[src/mllpq_pkg.sv]
`timescale 1ns / 1ps
package mllpq_pkg;

	// Default sizing of the queue
	localparam int LEVELS_DEF      = 4;
	localparam int LEVEL_DEPTH_DEF = 16;
	localparam int WORD_BITS_DEF   = 32;

	// Fixed widths of the word fields
	localparam int DATA_W  = 32;
	localparam int LEVEL_W = 4;
	localparam int WIDE_W  = 64;

	// Request codes
	localparam logic MODE_PUSH = 1'b0;
	localparam logic MODE_POP  = 1'b1;

	// Commands from the controller to the datapath
	typedef struct packed {
		logic capture;
		logic commit_push;
		logic issue_pop;
		logic load_push;
		logic load_pop;
	} mllpq_cmd_t;

	// Status from the datapath to the controller
	typedef struct packed {
		logic req_pop;
	} mllpq_sts_t;

endpackage

[src/multi_level_lifo_priority_queue_unit.sv]
`timescale 1ns / 1ps
// A push word loads its result in the EXEC state; a pop word issues its RAM read in EXEC and
// loads its result in READ. Pushes run at one word per cycle while the output is not stalled;
// pops also pass READ for the registered read of the word RAM that follows the priority encode.
// Reset clears the controller, the output valid and all fill counters at once; the word RAM
// is not cleared, as only slots below a level's fill are ever read.
module multi_level_lifo_priority_queue_unit
	import mllpq_pkg::*;
#(
	parameter int LEVELS      = LEVELS_DEF,
	parameter int LEVEL_DEPTH = LEVEL_DEPTH_DEF,
	parameter int WORD_BITS   = WORD_BITS_DEF
) (
	input  logic               clk,
	input  logic               arst_n,
	input  logic               in_valid,
	output logic               in_stall,
	input  logic               mode,
	input  logic [LEVEL_W-1:0] priority_req,
	input  logic [DATA_W-1:0]  data_in,
	output logic               out_valid,
	input  logic               out_stall,
	output logic [DATA_W-1:0]  data_out,
	output logic               found,
	output logic [LEVEL_W-1:0] served_level,
	output logic               dropped,
	output logic               now_empty
);

	mllpq_cmd_t cmd;
	mllpq_sts_t sts;

	// Sequence each word
	mllpq_ctrl u_ctrl (
		.clk      (clk),
		.arst_n   (arst_n),
		.in_valid (in_valid),
		.in_stall (in_stall),
		.out_valid(out_valid),
		.out_stall(out_stall),
		.sts      (sts),
		.cmd      (cmd)
	);

	// Hold the stacks and form results
	mllpq_dp #(
		.LEVELS     (LEVELS),
		.LEVEL_DEPTH(LEVEL_DEPTH),
		.WORD_BITS  (WORD_BITS)
	) u_dp (
		.clk         (clk),
		.arst_n      (arst_n),
		.cmd         (cmd),
		.sts         (sts),
		.mode        (mode),
		.priority_req(priority_req),
		.data_in     (data_in),
		.data_out    (data_out),
		.found       (found),
		.served_level(served_level),
		.dropped     (dropped),
		.now_empty   (now_empty)
	);

endmodule

[src/mllpq_ram.sv]
`timescale 1ns / 1ps
module mllpq_ram #(
	parameter int WIDTH = 32,
	parameter int DEPTH = 64
) (
	input  logic                                       clk,
	input  logic                                       we,
	input  logic [((DEPTH > 1) ? $clog2(DEPTH) : 1)-1:0] waddr,
	input  logic [WIDTH-1:0]                           wdata,
	input  logic                                       re,
	input  logic [((DEPTH > 1) ? $clog2(DEPTH) : 1)-1:0] raddr,
	output logic [WIDTH-1:0]                           rdata
);

	logic [WIDTH-1:0] mem_q [DEPTH];

	// Write one word, read one word with registered data
	always_ff @(posedge clk) begin
		if (we) begin
			mem_q[waddr] <= wdata;
		end
		if (re) begin
			rdata <= mem_q[raddr];
		end
	end

endmodule

[src/mllpq_dp.sv]
`timescale 1ns / 1ps
module mllpq_dp
	import mllpq_pkg::*;
#(
	parameter int LEVELS      = LEVELS_DEF,
	parameter int LEVEL_DEPTH = LEVEL_DEPTH_DEF,
	parameter int WORD_BITS   = WORD_BITS_DEF
) (
	input  logic               clk,
	input  logic               arst_n,
	input  mllpq_cmd_t         cmd,
	output mllpq_sts_t         sts,
	input  logic               mode,
	input  logic [LEVEL_W-1:0] priority_req,
	input  logic [DATA_W-1:0]  data_in,
	output logic [DATA_W-1:0]  data_out,
	output logic               found,
	output logic [LEVEL_W-1:0] served_level,
	output logic               dropped,
	output logic               now_empty
);

	localparam int SLOTS  = LEVELS * LEVEL_DEPTH;
	localparam int ADDR_W = (SLOTS > 1) ? $clog2(SLOTS) : 1;
	localparam int FILL_W = $clog2(LEVEL_DEPTH + 1);
	localparam int TOT_W  = $clog2(SLOTS + 1);
	localparam int LVL_W  = (LEVELS > 1) ? $clog2(LEVELS) : 1;

	// Held request word
	logic               req_mode_q;
	logic [LEVEL_W-1:0] req_level_q;
	logic [DATA_W-1:0]  req_data_q;

	// Fill counters
	logic [FILL_W-1:0] fill_q [LEVELS];
	logic [TOT_W-1:0]  total_q;

	// Pop bookkeeping between address issue and data return
	logic             pop_found_q;
	logic [LVL_W-1:0] pop_lvl_q;

	logic               level_ok;
	logic [FILL_W-1:0]  push_fill;
	logic               push_drop;
	logic               pop_any;
	logic [LVL_W-1:0]   pop_lvl;
	logic [FILL_W-1:0]  pop_fill;
	logic [ADDR_W-1:0]  push_addr;
	logic [ADDR_W-1:0]  pop_addr;
	logic [WIDE_W-1:0]  din_wide;
	logic [WIDE_W-1:0]  rd_wide;
	logic [WORD_BITS-1:0] rd_data;
	logic               do_push;
	logic               do_pop;

	assign sts.req_pop = (req_mode_q == MODE_POP);

	// Check the push target and fetch its fill
	always_comb begin
		level_ok  = ({1'b0, req_level_q} < (LEVEL_W + 1)'(LEVELS));
		push_fill = '0;
		for (int l = 0; l < LEVELS; l++) begin
			if (req_level_q == LEVEL_W'(l)) begin
				push_fill = fill_q[l];
			end
		end
		push_drop = !level_ok || (push_fill == FILL_W'(LEVEL_DEPTH));
	end

	// Find the lowest non-empty level
	always_comb begin
		pop_any  = 1'b0;
		pop_lvl  = '0;
		pop_fill = '0;
		for (int l = LEVELS - 1; l >= 0; l--) begin
			if (fill_q[l] != '0) begin
				pop_any  = 1'b1;
				pop_lvl  = LVL_W'(l);
				pop_fill = fill_q[l];
			end
		end
	end

	// Form slot addresses: level base plus stack position
	always_comb begin
		push_addr = ADDR_W'(LEVEL_DEPTH) * ADDR_W'(req_level_q) + ADDR_W'(push_fill);
		pop_addr  = ADDR_W'(LEVEL_DEPTH) * ADDR_W'(pop_lvl) + ADDR_W'(pop_fill - 1'b1);
	end

	assign do_push  = cmd.commit_push && !push_drop;
	assign do_pop   = cmd.issue_pop && pop_any;
	assign din_wide = WIDE_W'(req_data_q);
	assign rd_wide  = WIDE_W'(rd_data);

	mllpq_ram #(
		.WIDTH(WORD_BITS),
		.DEPTH(SLOTS)
	) u_store (
		.clk  (clk),
		.we   (do_push),
		.waddr(push_addr),
		.wdata(din_wide[WORD_BITS-1:0]),
		.re   (do_pop),
		.raddr(pop_addr),
		.rdata(rd_data)
	);

	// Capture the request word
	always_ff @(posedge clk) begin
		if (cmd.capture) begin
			req_mode_q  <= mode;
			req_level_q <= priority_req;
			req_data_q  <= data_in;
		end
	end

	// Advance the fill counters
	always_ff @(posedge clk or negedge arst_n) begin
		if (!arst_n) begin
			for (int l = 0; l < LEVELS; l++) begin
				fill_q[l] <= '0;
			end
			total_q <= '0;
		end else if (do_push) begin
			for (int l = 0; l < LEVELS; l++) begin
				if (req_level_q == LEVEL_W'(l)) begin
					fill_q[l] <= fill_q[l] + 1'b1;
				end
			end
			total_q <= total_q + 1'b1;
		end else if (do_pop) begin
			for (int l = 0; l < LEVELS; l++) begin
				if (pop_lvl == LVL_W'(l)) begin
					fill_q[l] <= fill_q[l] - 1'b1;
				end
			end
			total_q <= total_q - 1'b1;
		end
	end

	// Hold the pop outcome until the word returns
	always_ff @(posedge clk) begin
		if (cmd.issue_pop) begin
			pop_found_q <= pop_any;
			pop_lvl_q   <= pop_lvl;
		end
	end

	// Load the result word
	always_ff @(posedge clk) begin
		if (cmd.load_push) begin
			data_out     <= '0;
			found        <= 1'b0;
			served_level <= '0;
			dropped      <= push_drop;
			now_empty    <= push_drop && (total_q == '0);
		end else if (cmd.load_pop) begin
			data_out     <= pop_found_q ? rd_wide[DATA_W-1:0] : '0;
			found        <= pop_found_q;
			served_level <= pop_found_q ? LEVEL_W'(pop_lvl_q) : '0;
			dropped      <= 1'b0;
			now_empty    <= (total_q == '0);
		end
	end

endmodule

[src/mllpq_ctrl.sv]
`timescale 1ns / 1ps
module mllpq_ctrl
	import mllpq_pkg::*;
(
	input  logic       clk,
	input  logic       arst_n,
	input  logic       in_valid,
	output logic       in_stall,
	output logic       out_valid,
	input  logic       out_stall,
	input  mllpq_sts_t sts,
	output mllpq_cmd_t cmd
);

	typedef enum logic [1:0] {
		ST_IDLE,
		ST_EXEC,
		ST_READ
	} state_t;

	state_t state_q;
	logic   out_valid_q;
	logic   out_free;
	logic   done;
	logic   accept;

	assign out_valid = out_valid_q;
	assign out_free  = !out_valid_q || !out_stall;

	// Decide completion and issue commands
	always_comb begin
		cmd      = '0;
		done     = 1'b0;
		unique case (state_q)
			ST_IDLE: begin
				done = 1'b0;
			end
			ST_EXEC: begin
				if (sts.req_pop) begin
					cmd.issue_pop = 1'b1;
				end else if (out_free) begin
					cmd.commit_push = 1'b1;
					cmd.load_push   = 1'b1;
					done            = 1'b1;
				end
			end
			ST_READ: begin
				if (out_free) begin
					cmd.load_pop = 1'b1;
					done         = 1'b1;
				end
			end
			default: begin
				done = 1'b0;
			end
		endcase
		in_stall    = !((state_q == ST_IDLE) || done);
		accept      = in_valid && !in_stall;
		cmd.capture = accept;
	end

	// Hold state and the output valid
	always_ff @(posedge clk or negedge arst_n) begin
		if (!arst_n) begin
			state_q     <= ST_IDLE;
			out_valid_q <= 1'b0;
		end else begin
			if (cmd.load_push || cmd.load_pop) begin
				out_valid_q <= 1'b1;
			end else if (!out_stall) begin
				out_valid_q <= 1'b0;
			end
			unique case (state_q)
				ST_IDLE: begin
					if (accept) begin
						state_q <= ST_EXEC;
					end
				end
				ST_EXEC: begin
					if (sts.req_pop) begin
						state_q <= ST_READ;
					end else if (done) begin
						state_q <= accept ? ST_EXEC : ST_IDLE;
					end
				end
				ST_READ: begin
					if (done) begin
						state_q <= accept ? ST_EXEC : ST_IDLE;
					end
				end
				default: begin
					state_q <= ST_IDLE;
				end
			endcase
		end
	end

endmodule

[config.mk]
export PLATFORM = sky130hd
export DESIGN_NAME = multi_level_lifo_priority_queue_unit
export DESIGN_NICKNAME = d
export VERILOG_FILES = /design/src/mllpq_pkg.sv /design/src/multi_level_lifo_priority_queue_unit.sv /design/src/mllpq_ram.sv /design/src/mllpq_dp.sv /design/src/mllpq_ctrl.sv
export SDC_FILE = /design/constraint.sdc
export NUM_CORES = 2
export LEC_CHECK = 0
export BUFFER_PORTS_ARGS = -buffer_cell sky130_fd_sc_hd__buf_2
export CAP_MARGIN = 20
export CORE_MARGIN = 5
export CORE_UTILIZATION = 45
export CTS_BUF_LIST = sky130_fd_sc_hd__clkbuf_16
export DETAILED_ROUTE_END_ITERATION = 12
export HOLD_SLACK_MARGIN = 0.12
export SLEW_MARGIN = 20
export SYNTH_ARGS = -nofsm -noshare
export SYNTH_HDL_FRONTEND = slang
export SYNTH_SLANG_ARGS = --single-unit
[constraint.sdc]
create_clock -name clk -period 14.7 [get_ports clk]
set_clock_uncertainty 0.1 [all_clocks]
set_input_delay 1.47 -clock clk [delete_from_list [all_inputs] [get_ports clk]]
set_output_delay 1.47 -clock clk [all_outputs]
set_load 0.05 [all_outputs]
==> flow_summary.ini <==
[run_status]
status = finished, final reports clean

[route]
drt_iter0_markers = 7035
ant_nets = 0
drcViolationCount = 0
routed_wl_mm = 263
firstDrtPassIters = 6
routed-via-count = 52625
drt-wirelength-per-cell_um = 31.8
via_per_inst = 6.37

[global_route]
globalRouteOverflowTotal = 0
grt_max_degree = 204
grt_pass1_wl_mm = 372
grt_pass1_vias = 50380
track_usage_pct = 25.8
antenna_found_initial = 21

[floorplanning]
start_util_pct = 45.3
io_pins = 82
row_count = 160
die_area_sq_um = 201000
die_x_um = 448
die_h_um = 448
coreArea_sq_um = 191000

[timing]
tightest_slew_ns = 1.35
tns_ns = 0
fmax_mhz = 123
setup_viol = 0
rsz0062_at_grt = no
fin_crit_sh_pct = 55.3
maxSlewHeadroom_pct = 9.64
setup_ws_ns = 6.57
maxSlewViolCount = 0
min_period_ns = 8.13
hold_viol = 0

[worst_setup_path]
worst-path-buf-inv = 7
crit_type = reg2reg
worstPathArrival_ns = 8.74
reg2reg_to = u_dp.u_store.rdata[3]
path_delay_family = buffers and inverters
r2r-start = u_dp.fill_q[15]
slowest_stage = and2_4
cp.required_ns = 15.31
rr_worst_depth = 20
rrSetupSlack_ns = 6.57
cp_slowest_stage_delay_ns = 0.82
path_cells = nor4_2 -> nand2b_1 -> a211oi_4 -> nor2_4 -> buf_4 -> inv_8 -> ha_4 -> inv_1 -> fa_2 -> buf_4 -> and2_4 -> buf_4 -> buf_12 -> nand2_1 -> nor3_1 -> a31oi_1 -> a41oi_1 -> nor4_2 -> buf_4 -> nand4_1
crit_path_max_fanout = 122
startpoint = u_dp.fill_q[15]
cp-end-kind = register
start_kind = register
critical_path.most_common_cell = buf_4

[flow_run]
maxCapViolCount = 0

[synth]
syn_area_per_cell_sq_um = 15.6
synth_top_cell_area_share_pct = 73.8
yosys.area.top_type = edfxtp_1
yosys-top-cells-count = edfxtp_1, nand2_1, a31oi_1, nor3_1, clkbuf_1
yosys.cell_types.count = 68
ys_seq_elements = 2187
synth-edff-count = 2122
postSynthCellCount = 5527
ys.flop_type = edfxtp_1
synth.most_common_cell = edfxtp_1
ys_seq_area_share_pct = 75.5
ys_async_sr_fraction_pct = 1.37
synth_area_sq_um = 86300
yosys_warnings = 0
synthTopCellsByArea = edfxtp_1, a31oi_1, mux4_2, nor3_1, nand2_1

[finish]
n_fill_cell = 15558
final_nets = 5647
area_growth_pct = 12.7
drive_gt1_share_pct = 14.6

[clock_tree]
clk_path_buf_depth = 3
clock-sinks = 2187
hold_buffers = 0
clock_latency_ns = 0.87
numCtsBuffers = 213
clk_pin_slew_ns = 0.06
cts_resized = 0
htreeDepth = 4
ctsRootBufferMaster = clkbuf_16
cts_tree = yes
post_cts_buffers = 0

[worst_hold_path]
hold_start = u_dp.found
min_to = u_dp.found
hold_depth = 1
hp-class = reg2reg

[placement]
gp_congestion = 0.841
dp.final_hpwl_mm = 139
io_buffers = 79
place_ws_ns = 6.56

[power_and_ir_drop]
p_leak_uw = 0.0304
p_per_area_nw_per_um2 = 243
irDropWorstVdd_uv = 309
where the power goes:
part / total [uW] / switching [uW] / leakage (uW) / internal [uW]
sequential: 7770 / 249 / 0.0197 / 7520
clock: 5360 / 2370 / 0.00355 / 2990
combinational: 10500 / 7630 / 0.00710 / 2900
cells by family (layout without fill, tap and decap cells):
| kind of cell | count (synthesis) | in the layout | synth area share, % |
|---|---|---|---|
| adders and majority gates | 34 | 34 | 0.545 |
| AOI/OAI and AO/OA | 1026 | 1026 | 8.15 |
| xor gates and xnor gates | 30 | 30 | 0.313 |
| DFF | 2187 | 2187 | 75.5 |
| buffers and inverters | 461 | 680 | 2.16 |
| muxes | 310 | 310 | 5.58 |
| other | 1 | 8 | 0.00434 |
| and+or+nand+nor | 1478 | 1478 | 7.77 |
state kept, by name, indices dropped and copies added, names as in the netlist, 2 cells and up:
signal,flops
u_dp.fill_q,20
u_dp.data_out,32
u_dp.pop_lvl_q,2
u_dp.req_data_q,32
u_dp.u_store.rdata,32
u_dp.served_level,2
u_dp.u_store.mem_q,2048
u_ctrl.state_q,2
u_dp.total_q,7
u_dp.req_level_q,4
routing by layer:
layer | vias to the layer above | wire [um] | GRT usage [%]
li1 | 22273 | - | -
met1 | 27164 | 104000 | 35.8
met2 | 2803 | 123000 | 40.8
met3 | 375 | 26600 | 5.45
met4 | 10 | 8900 | 8.82
met5 | - | 68 | 0
worst reg2reg max path, delay by kind of cell (launching register included):
family	cells	cell delay, ns
flops	1	0.79
compound gates	3	1.06
simple gates	8	2.11
buf+inv	7	3.10
fa+ha+maj	2	0.84
worst max-delay path by stage:
stage | depth (start not counted) | slack (ns) | endpoint
4_1_cts | 20 | 6.55 | u_dp.u_store.rdata[3]
3_5_place_dp | 20 | 6.56 | u_dp.u_store.rdata[3]
5_1_grt | 20 | 6.30 | u_dp.u_store.rdata[3]
3_3_place_gp | 19 | 5.95 | u_dp.u_store.rdata[0]
6_report | 20 | 6.57 | u_dp.u_store.rdata[3]
2_1_floorplan | 21 | 9.48 | u_dp.u_store.rdata[29]
layout make-up:
type / instances / area, sq um / share of cell area, %
well taps: 2511 / 3140 / 3.23
clock inverters: 175 / 1450 / 1.49
repair buffers: 266 / 1970 / 2.02
clock buffers: 215 / 5380 / 5.53
inverters: 24 / 97.6 / 0.100
multi-input cells: 2880 / 20100 / 20.6
diodes: 6 / 15.0 / 0.0154
flip-flops and latches: 2187 / 65200 / 67.0
per-stage QoR:
step	instances	area, sq um	utilization [%]	power (uW)	hold WS (ns)
after CTS	8256	97300	51.0	23600	0.349
final	8264	97300	51.1	23700	0.351
after global routing	8258	97300	51.1	24600	0.379
after floorplan	5528	86400	-	13800	0.336
after global placement	7856	90300	47.4	18100	0.331
after detailed placement	7866	90400	47.4	18300	0.334
placed cells by master, fill, tap and decap left out, drive strengths merged, types with 46 or more instances in the layout:
cell / Yosys / routed
a22o: 55 / 55
a31oi: 591 / 591
a41oi: 122 / 122
buf: 82 / 266
clkbuf: 355 / 215
clkinv: 0 / 82
edfxtp: 2122 / 2122
inv: 24 / 92
mux2i: 163 / 163
mux4: 136 / 136
nand2: 635 / 635
nand4: 46 / 46
nor2: 95 / 95
nor3: 590 / 590
o22ai: 83 / 83
No activity file was read; power rests on OpenSTA's default activity.
